===== src/rtl/skvt_pkg.sv =====
// package for the sorted key/value table core
// holds field widths, operation and status codes, fsm states and cell structs
// no dependencies
`default_nettype none

package skvt_pkg;

    // field widths
    localparam int KEY_W       = 32;
    localparam int VAL_W       = 32;
    localparam int OP_W        = 2;
    localparam int STATUS_W    = 3;
    localparam int CAP_W       = 5;
    localparam int COUNT_OUT_W = 5;

    // stream beat widths, padded to whole bytes
    localparam int IN_DATA_W  = 72;
    localparam int OUT_DATA_W = 40;

    // operation codes (the spare code behaves as a find)
    localparam logic [OP_W-1:0] OP_INSERT = 2'd0;
    localparam logic [OP_W-1:0] OP_FIND   = 2'd1;
    localparam logic [OP_W-1:0] OP_ERASE  = 2'd2;

    // result status codes
    localparam logic [STATUS_W-1:0] STAT_INSERTED = 3'd0;
    localparam logic [STATUS_W-1:0] STAT_UPDATED  = 3'd1;
    localparam logic [STATUS_W-1:0] STAT_FULL     = 3'd2;
    localparam logic [STATUS_W-1:0] STAT_FOUND    = 3'd3;
    localparam logic [STATUS_W-1:0] STAT_NOTFOUND = 3'd4;
    localparam logic [STATUS_W-1:0] STAT_ERASED   = 3'd5;

    // value reported by a find that misses
    localparam logic [VAL_W-1:0] MOST_NEG = 32'h8000_0000;

    // capacity after reset
    localparam logic [CAP_W-1:0] CAP_RESET = 5'd16;

    // controller states
    typedef enum logic [1:0] {
        ST_IDLE,
        ST_CMP,
        ST_APPLY
    } t_state;

    // broadcast from the controller to every cell
    typedef struct packed {
        logic             cmp_en;
        logic             ins_en;
        logic             upd_en;
        logic             ers_en;
        logic [KEY_W-1:0] key;
        logic [VAL_W-1:0] value;
    } t_cell_ctrl;

    // registered compare result of one cell
    typedef struct packed {
        logic match;
        logic gt;
    } t_cell_flags;

endpackage

`default_nettype wire


===== src/rtl/sorted_key_value_table_core.sv =====
// top level of the sorted key/value table: controller, row of slots, output beat
// depends on skvt_pkg and skvt_cell
`default_nettype none

// Sorted key/value table. Commands arrive as beats on the slave stream
// (operation, key, value) and each produces exactly one result beat on the
// master stream (status, found value, entry count).
// Every slot of the row compares its key with the command key in the
// compare state and registers match and greater-than flags; in the update
// state, once the result register is free or being drained, all slots
// update at once, taking the neighbor's pair to open or close a gap.
// The result beat is registered when the update is applied.
// A new command is taken in the update cycle of the previous one while the
// result register is free or being drained, so a waiting result does not
// block the next command from entering. When the receiver stalls with a
// result pending, the following command holds in its update cycle and the
// slave side deasserts tready until the pending beat is taken.
// Reset empties the table (entry count zero), clears the result register
// and sets capacity to 16. Capacity is written through i_cfg_wen and
// i_cfg_wdata while the table is idle; values above DEPTH act as DEPTH.
module sorted_key_value_table_core #(
    parameter int DEPTH = 16
) (
    input  wire logic                               i_clk,
    input  wire logic                               i_rst_n,
    // config
    input  wire logic                               i_cfg_wen,
    input  wire logic [skvt_pkg::CAP_W-1:0]         i_cfg_wdata,
    // command stream
    input  wire logic                               i_s_tvalid,
    output      logic                               o_s_tready,
    // [1:0] operation, [33:2] key, [65:34] value, [71:66] zero
    input  wire logic [skvt_pkg::IN_DATA_W-1:0]     i_s_tdata,
    // result stream
    output      logic                               o_m_tvalid,
    input  wire logic                               i_m_tready,
    // [2:0] status, [34:3] found_value, [39:35] entry_count
    output      logic [skvt_pkg::OUT_DATA_W-1:0]    o_m_tdata
);

    localparam int CW = $clog2(DEPTH + 1);
    localparam int XW = ((CW > skvt_pkg::CAP_W) ? CW : skvt_pkg::CAP_W) + 1;

    skvt_pkg::t_state r_state;
    skvt_pkg::t_state n_state;

    logic [skvt_pkg::CAP_W-1:0]    r_capacity;
    logic [CW-1:0]                 r_count;
    logic [CW-1:0]                 n_count;
    logic [skvt_pkg::OP_W-1:0]     r_op;
    logic [skvt_pkg::KEY_W-1:0]    r_key;
    logic [skvt_pkg::VAL_W-1:0]    r_val;

    logic                          r_out_valid;
    logic [skvt_pkg::STATUS_W-1:0] r_out_status;
    logic [skvt_pkg::VAL_W-1:0]    r_out_fval;
    logic [skvt_pkg::COUNT_OUT_W-1:0] r_out_count;

    logic                          w_accept;
    logic                          w_apply_go;
    logic                          w_hit;
    logic                          w_full;
    logic [skvt_pkg::VAL_W-1:0]    w_hit_val;
    logic [skvt_pkg::STATUS_W-1:0] w_status;
    logic [skvt_pkg::VAL_W-1:0]    w_fval;
    skvt_pkg::t_cell_ctrl          w_ctrl;

    logic [DEPTH-1:0]              w_occ;
    logic [DEPTH-1:0]              w_match;
    logic [DEPTH-1:0]              w_gt;
    logic [skvt_pkg::KEY_W-1:0]    w_key  [DEPTH];
    logic [skvt_pkg::VAL_W-1:0]    w_val  [DEPTH];
    logic [skvt_pkg::VAL_W-1:0]    w_hval [DEPTH];
    skvt_pkg::t_cell_flags         w_flags [DEPTH];

    // handshake
    assign w_apply_go = (r_state == skvt_pkg::ST_APPLY) && (!r_out_valid || i_m_tready);
    assign o_s_tready = (r_state == skvt_pkg::ST_IDLE) || w_apply_go;
    assign w_accept   = i_s_tvalid && o_s_tready;

    // capacity register
    always_ff @(posedge i_clk) begin
        if (!i_rst_n) begin
            r_capacity <= skvt_pkg::CAP_RESET;
        end else if (i_cfg_wen) begin
            r_capacity <= i_cfg_wdata;
        end
    end

    // command capture
    always_ff @(posedge i_clk) begin
        if (w_accept) begin
            r_op  <= i_s_tdata[1:0];
            r_key <= i_s_tdata[33:2];
            r_val <= i_s_tdata[65:34];
        end
    end

    // state register
    always_ff @(posedge i_clk) begin
        if (!i_rst_n) begin
            r_state <= skvt_pkg::ST_IDLE;
        end else begin
            r_state <= n_state;
        end
    end

    // next state
    always_comb begin
        n_state = r_state;
        unique case (r_state)
            skvt_pkg::ST_IDLE: begin
                if (w_accept) n_state = skvt_pkg::ST_CMP;
            end
            skvt_pkg::ST_CMP: begin
                n_state = skvt_pkg::ST_APPLY;
            end
            skvt_pkg::ST_APPLY: begin
                if (w_apply_go) n_state = w_accept ? skvt_pkg::ST_CMP : skvt_pkg::ST_IDLE;
            end
            default: n_state = skvt_pkg::ST_IDLE;
        endcase
    end

    // hit from the registered match flags, full from count and capacity
    assign w_hit  = |w_match;
    assign w_full = (XW'(r_count) >= XW'(r_capacity)) || (XW'(r_count) >= XW'(DEPTH));

    // combine the per-slot hit values
    always_comb begin
        w_hit_val = '0;
        for (int i = 0; i < DEPTH; i++) begin
            w_hit_val = w_hit_val | w_hval[i];
        end
    end

    // slot control
    always_comb begin
        w_ctrl        = '0;
        w_ctrl.key    = r_key;
        w_ctrl.value  = r_val;
        unique case (r_state)
            skvt_pkg::ST_CMP: begin
                w_ctrl.cmp_en = 1'b1;
            end
            skvt_pkg::ST_APPLY: begin
                if (w_apply_go && r_op == skvt_pkg::OP_INSERT) begin
                    w_ctrl.upd_en = w_hit;
                    w_ctrl.ins_en = !w_hit && !w_full;
                end
                if (w_apply_go && r_op == skvt_pkg::OP_ERASE) begin
                    w_ctrl.ers_en = w_hit;
                end
            end
            default: begin
                w_ctrl.cmp_en = 1'b0;
            end
        endcase
    end

    // result status, value and next count
    always_comb begin
        w_fval  = '0;
        n_count = r_count;
        priority if (r_op == skvt_pkg::OP_INSERT) begin
            if (w_hit) begin
                w_status = skvt_pkg::STAT_UPDATED;
            end else if (w_full) begin
                w_status = skvt_pkg::STAT_FULL;
            end else begin
                w_status = skvt_pkg::STAT_INSERTED;
                n_count  = r_count + 1'b1;
            end
        end else if (r_op == skvt_pkg::OP_ERASE) begin
            if (w_hit) begin
                w_status = skvt_pkg::STAT_ERASED;
                n_count  = r_count - 1'b1;
            end else begin
                w_status = skvt_pkg::STAT_NOTFOUND;
            end
        end else begin
            w_status = w_hit ? skvt_pkg::STAT_FOUND : skvt_pkg::STAT_NOTFOUND;
            w_fval   = w_hit ? w_hit_val : skvt_pkg::MOST_NEG;
        end
    end

    // entry count
    always_ff @(posedge i_clk) begin
        if (!i_rst_n) begin
            r_count <= '0;
        end else if (w_apply_go) begin
            r_count <= n_count;
        end
    end

    // result beat valid
    always_ff @(posedge i_clk) begin
        if (!i_rst_n) begin
            r_out_valid <= 1'b0;
        end else if (w_apply_go) begin
            r_out_valid <= 1'b1;
        end else if (i_m_tready) begin
            r_out_valid <= 1'b0;
        end
    end

    // result beat payload
    always_ff @(posedge i_clk) begin
        if (w_apply_go) begin
            r_out_status <= w_status;
            r_out_fval   <= w_fval;
            r_out_count  <= skvt_pkg::COUNT_OUT_W'(n_count);
        end
    end

    assign o_m_tvalid = r_out_valid;
    assign o_m_tdata  = {r_out_count, r_out_fval, r_out_status};

    // row of slots
    for (genvar g = 0; g < DEPTH; g++) begin : g_cell
        logic [skvt_pkg::KEY_W-1:0] w_lkey;
        logic [skvt_pkg::VAL_W-1:0] w_lval;
        logic                       w_lgt;
        logic [skvt_pkg::KEY_W-1:0] w_rkey;
        logic [skvt_pkg::VAL_W-1:0] w_rval;

        assign w_occ[g]   = (r_count > CW'(g));
        assign w_match[g] = w_flags[g].match;
        assign w_gt[g]    = w_flags[g].gt;

        if (g == 0) begin : g_first
            assign w_lkey = '0;
            assign w_lval = '0;
            assign w_lgt  = 1'b0;
        end else begin : g_mid
            assign w_lkey = w_key[g-1];
            assign w_lval = w_val[g-1];
            assign w_lgt  = w_gt[g-1];
        end

        if (g == DEPTH - 1) begin : g_last
            assign w_rkey = '0;
            assign w_rval = '0;
        end else begin : g_inner
            assign w_rkey = w_key[g+1];
            assign w_rval = w_val[g+1];
        end

        skvt_cell u_cell (
            .i_clk       (i_clk),
            .i_ctrl      (w_ctrl),
            .i_occ       (w_occ[g]),
            .i_left_key  (w_lkey),
            .i_left_val  (w_lval),
            .i_left_gt   (w_lgt),
            .i_right_key (w_rkey),
            .i_right_val (w_rval),
            .o_key       (w_key[g]),
            .o_val       (w_val[g]),
            .o_flags     (w_flags[g]),
            .o_hit_val   (w_hval[g])
        );
    end

`ifndef ASSERT_OFF
    // the table never holds more entries than it has slots
    a_count_bound: assert property (@(posedge i_clk) disable iff (!i_rst_n)
        XW'(r_count) <= XW'(DEPTH))
        else $error("entry count above depth");

    // keys are unique, so at most one slot matches when results are formed
    a_single_match: assert property (@(posedge i_clk) disable iff (!i_rst_n)
        (r_state == skvt_pkg::ST_APPLY) |-> $onehot0(w_match))
        else $error("more than one slot matched");

    // a taken command always goes to the compare cycle next
    a_accept_cmp: assert property (@(posedge i_clk) disable iff (!i_rst_n)
        w_accept |=> (r_state == skvt_pkg::ST_CMP))
        else $error("accepted command did not enter compare");

    // the count moves by at most one per edge
    a_count_step: assert property (@(posedge i_clk) disable iff (!i_rst_n)
        $past(i_rst_n) |-> ((r_count == $past(r_count))
            || (r_count == $past(r_count) + 1'b1)
            || (r_count == $past(r_count) - 1'b1)))
        else $error("entry count jumped");
`endif

endmodule

`default_nettype wire


===== src/rtl/skvt_cell.sv =====
// one table slot: a key/value pair with its compare flags
// depends on skvt_pkg for the control and flag structs
`default_nettype none

module skvt_cell (
    input  wire logic                        i_clk,
    input  wire skvt_pkg::t_cell_ctrl        i_ctrl,
    input  wire logic                        i_occ,
    input  wire logic [skvt_pkg::KEY_W-1:0]  i_left_key,
    input  wire logic [skvt_pkg::VAL_W-1:0]  i_left_val,
    input  wire logic                        i_left_gt,
    input  wire logic [skvt_pkg::KEY_W-1:0]  i_right_key,
    input  wire logic [skvt_pkg::VAL_W-1:0]  i_right_val,
    output      logic [skvt_pkg::KEY_W-1:0]  o_key,
    output      logic [skvt_pkg::VAL_W-1:0]  o_val,
    output      skvt_pkg::t_cell_flags       o_flags,
    output      logic [skvt_pkg::VAL_W-1:0]  o_hit_val
);

    logic [skvt_pkg::KEY_W-1:0] r_key;
    logic [skvt_pkg::VAL_W-1:0] r_val;
    logic                       r_match;
    logic                       r_gt;
    logic [skvt_pkg::VAL_W-1:0] r_hit_val;
    logic                       w_eq;
    logic                       w_gt;

    // compare the held key against the broadcast key
    assign w_eq = i_occ && (r_key == i_ctrl.key);
    assign w_gt = i_occ && ($signed(r_key) > $signed(i_ctrl.key));

    // register compare flags and the value on a hit
    always_ff @(posedge i_clk) begin
        if (i_ctrl.cmp_en) begin
            r_match   <= w_eq;
            r_gt      <= w_gt;
            r_hit_val <= w_eq ? r_val : '0;
        end
    end

    // slot update: shift up on insert, shift down on erase, rewrite on update
    always_ff @(posedge i_clk) begin
        if (i_ctrl.ins_en) begin
            if (i_left_gt) begin
                r_key <= i_left_key;
                r_val <= i_left_val;
            end else if (r_gt || !i_occ) begin
                r_key <= i_ctrl.key;
                r_val <= i_ctrl.value;
            end
        end else if (i_ctrl.ers_en) begin
            if (r_match || r_gt) begin
                r_key <= i_right_key;
                r_val <= i_right_val;
            end
        end else if (i_ctrl.upd_en && r_match) begin
            r_val <= i_ctrl.value;
        end
    end

    assign o_key         = r_key;
    assign o_val         = r_val;
    assign o_flags.match = r_match;
    assign o_flags.gt    = r_gt;
    assign o_hit_val     = r_hit_val;

endmodule

`default_nettype wire


===== config.mk =====
export PLATFORM = sky130hd
export DESIGN_NAME = sorted_key_value_table_core
export DESIGN_NICKNAME = d
export VERILOG_FILES = /design/src/rtl/skvt_pkg.sv /design/src/rtl/sorted_key_value_table_core.sv /design/src/rtl/skvt_cell.sv
export SDC_FILE = /design/constraint.sdc
export NUM_CORES = 2
export LEC_CHECK = 0
export BUFFER_PORTS_ARGS = -buffer_cell sky130_fd_sc_hd__buf_2
export CAP_MARGIN = 5
export CORE_ASPECT_RATIO = 2
export CORE_MARGIN = 2
export CORE_UTILIZATION = 55
export CTS_CLUSTER_DIAMETER = 80
export DETAILED_ROUTE_END_ITERATION = 12
export PLACE_DENSITY = 0.85
export SYNTH_ARGS = -nofsm -noshare
export SYNTH_HDL_FRONTEND = slang
export SYNTH_HIERARCHICAL = 1
export SYNTH_SLANG_ARGS = --single-unit

===== constraint.sdc =====
create_clock -name i_clk -period 26 [get_ports i_clk]
set_input_delay 1.3 -clock i_clk [delete_from_list [all_inputs] [get_ports i_clk]]
set_output_delay 1.3 -clock i_clk [all_outputs]
set_load 0.02 [all_outputs]

==> impl_metrics.json <==
{
  "outcome": "finished, violations left",
  "violations": "max-capacitance violations, max-slew violations",
  "die_h_um": 598,
  "required_ps": 26540,
  "antenna_found_initial": 19,
  "worst_slew_margin_rel": -0.00331,
  "die_area_sq_um": 180000,
  "portBuffers": 117,
  "slew_viol_final": 1,
  "area_growth_syn_to_layout_pct": 8.17,
  "final_common_cell": "edfxtp_1",
  "grt_pass1_wl_mm": 418,
  "syn_avg_cell_area_sq_um": 11.3,
  "numCtsBuffers": 155,
  "hold_path_class": "reg2reg",
  "rrSetupSlack_ps": 18110,
  "peakVddDrop_mv": 0.0769,
  "path_class": "reg2reg",
  "min_period_ps": 7890,
  "fmax_mhz": 127,
  "crit_fanout": 279,
  "worstHoldStart": "r_capacity[3]$_SDFFE_PN0P_",
  "arrival_ps": 8420,
  "drive_above_1_share": 0.0725,
  "htree_levels": 4,
  "min_path_cells": 2,
  "hold_violations": 0,
  "yosys_warnings": 6,
  "drc": 0,
  "tightest_slew_ps": 1490,
  "gp_congestion": 0.909,
  "clock_skew_ps": 37.1,
  "drt_wl_total_mm": 284,
  "place_area_sq_um": 100000,
  "viasPerCell": 6.45,
  "critPathLaunchType": "flip-flop",
  "core_area_sq_um": 176000,
  "whs_ps": 523,
  "via_count": 71200,
  "hold_end": "r_capacity[3]$_SDFFE_PN0P_",
  "drtIter0Drc": 7867,
  "p_leak_nw": 40.8,
  "clk_latency_ps": 840,
  "nets": 9196,
  "r2r-end": "g_cell[3].u_cell/o_key[19]$_DFFE_PP_",
  "cts-root-buf": "clkbuf_16",
  "grt_max_degree": 280,
  "mappedNetlistArea_sq_um": 97000,
  "place_hpwl_mm": 178,
  "io-pin-count": 124,
  "maxCapViolations": 1,
  "syn_inst": 8600,
  "grt_overflow_total": 0,
  "fin_tns_setup_ps": 0,
  "worst_r2r_path_depth": 12,
  "final-setup-viol-count": 0,
  "wl_per_cell_um": 25.8,
  "drtAntennaViolNets": 0,
  "clock-sinks": 1687,
  "clockBufferDepth": 3,
  "grtUsageTotal": 0.308,
  "grt_pass1_vias": 71900,
  "die_x_um": 301,
  "cts_tree": "built",
  "start_util": 0.552,
  "cts_resized": 0,
  "drt_first_pass_iters": 8,
  "rows": 218,
  "grt_setup_unrepaired": "no",
  "period_share": 0.303,
  "crit_path_end_kind": "flip-flop",
  "final_area_sq_um": 105000,
  "final_cell_mix": "edfxtp_1 (1674), a21oi_1 (1228), mux2i_1 (1031)",
  "reg2reg_from": "r_count[0]$_SDFFE_PN0P_",
  "post-cts-setup-buffers": 0,
  "p_per_area_nw_per_um2": 55.7,
  "clk_pin_slew_ps": 70,
  "cts_hold_buf": 0
}
==> per-stage QoR <==
step	utilization	power [mW]	worst slack, ps	std cells
2_1_floorplan	-	3.49	157	8729
3_3_place_gp	0.569	3.58	18160	10700
3_5_place_dp	0.569	3.61	17980	10700
4_1_cts	0.596	5.84	18490	11000
5_1_grt	0.597	5.99	17600	11000
6_report	0.597	5.84	18110	11000
==> how the worst max path moves through the flow <==
stage,start,end,slack (ps)
after floorplan,r_state[1]$_SDFFE_PN0P_,g_cell[0].u_cell/o_hit_val[0]$_SDFFCE_PN0P_,160
after CTS,r_count[0]$_SDFFE_PN0P_,g_cell[3].u_cell/o_key[19]$_DFFE_PP_,18490
after detailed placement,i_m_tready,g_cell[3].u_cell/o_key[19]$_DFFE_PP_,17980
after global routing,r_count[0]$_SDFFE_PN0P_,g_cell[3].u_cell/o_key[19]$_DFFE_PP_,17600
final,r_count[0]$_SDFFE_PN0P_,g_cell[3].u_cell/o_key[19]$_DFFE_PP_,18110
after global placement,i_m_tready,g_cell[14].u_cell/o_val[28]$_DFFE_PP_,18160
==> worst max-delay path, stage by stage (launching register included) <==
cell	delay (ps)
dfxtp_1	560
inv_1	190
ha_1	320
nor3b_1	190
o21a_1	230
o211ai_1	250
nor2_4	760
buf_12	710
buf_12	830
buf_4	1050
buf_4	1020
buf_4	710
a21oi_1	170
==> report_power, final <==
group	internal [mW]	switching, mW	leakage [nW]	total, mW
clock network	1.22	1.05	2.38	2.27
registers	3.03	0.0467	15.6	3.08
logic	0.183	0.310	22.8	0.493
==> routing by layer <==
layer / wire length, um / share of wire / global-route usage
met1: 89600 / 0.32 / 0.319
met2: 138000 / 0.48 / 0.519
met3: 23900 / 0.084 / 0.0557
met4: 32900 / 0.12 / 0.302
met5: 55 / 0.00019 / 0
==> final cells by class <==
cell class / count / area [sq um]
Fill cell: 13400 / 71000
Timing Repair Buffer: 263 / 1750
Tap cell: 2310 / 2890
Antenna cell: 9 / 22.5
Inverter: 540 / 2030
Sequential cell: 1687 / 50500
Clock buffer: 194 / 4130
Clock inverter: 87 / 763
Multi-Input combinational cell: 5946 / 42800
==> registers in the layout (all words and copies together), names as in the netlist <==
name	count
g_cell.u_cell/o_hit_val	512
g_cell.u_cell/o_key	512
g_cell.u_cell/o_val	512
r_key	32
r_out_fval	32
r_val	32
g_cell.u_cell/r_gt	16
g_cell.u_cell/r_match	16
r_capacity	5
r_count	5
r_out_count	5
r_out_status	3
r_op	2
r_state	2
o_m_tvalid	1
No activity file was read; power rests on OpenSTA's default activity.
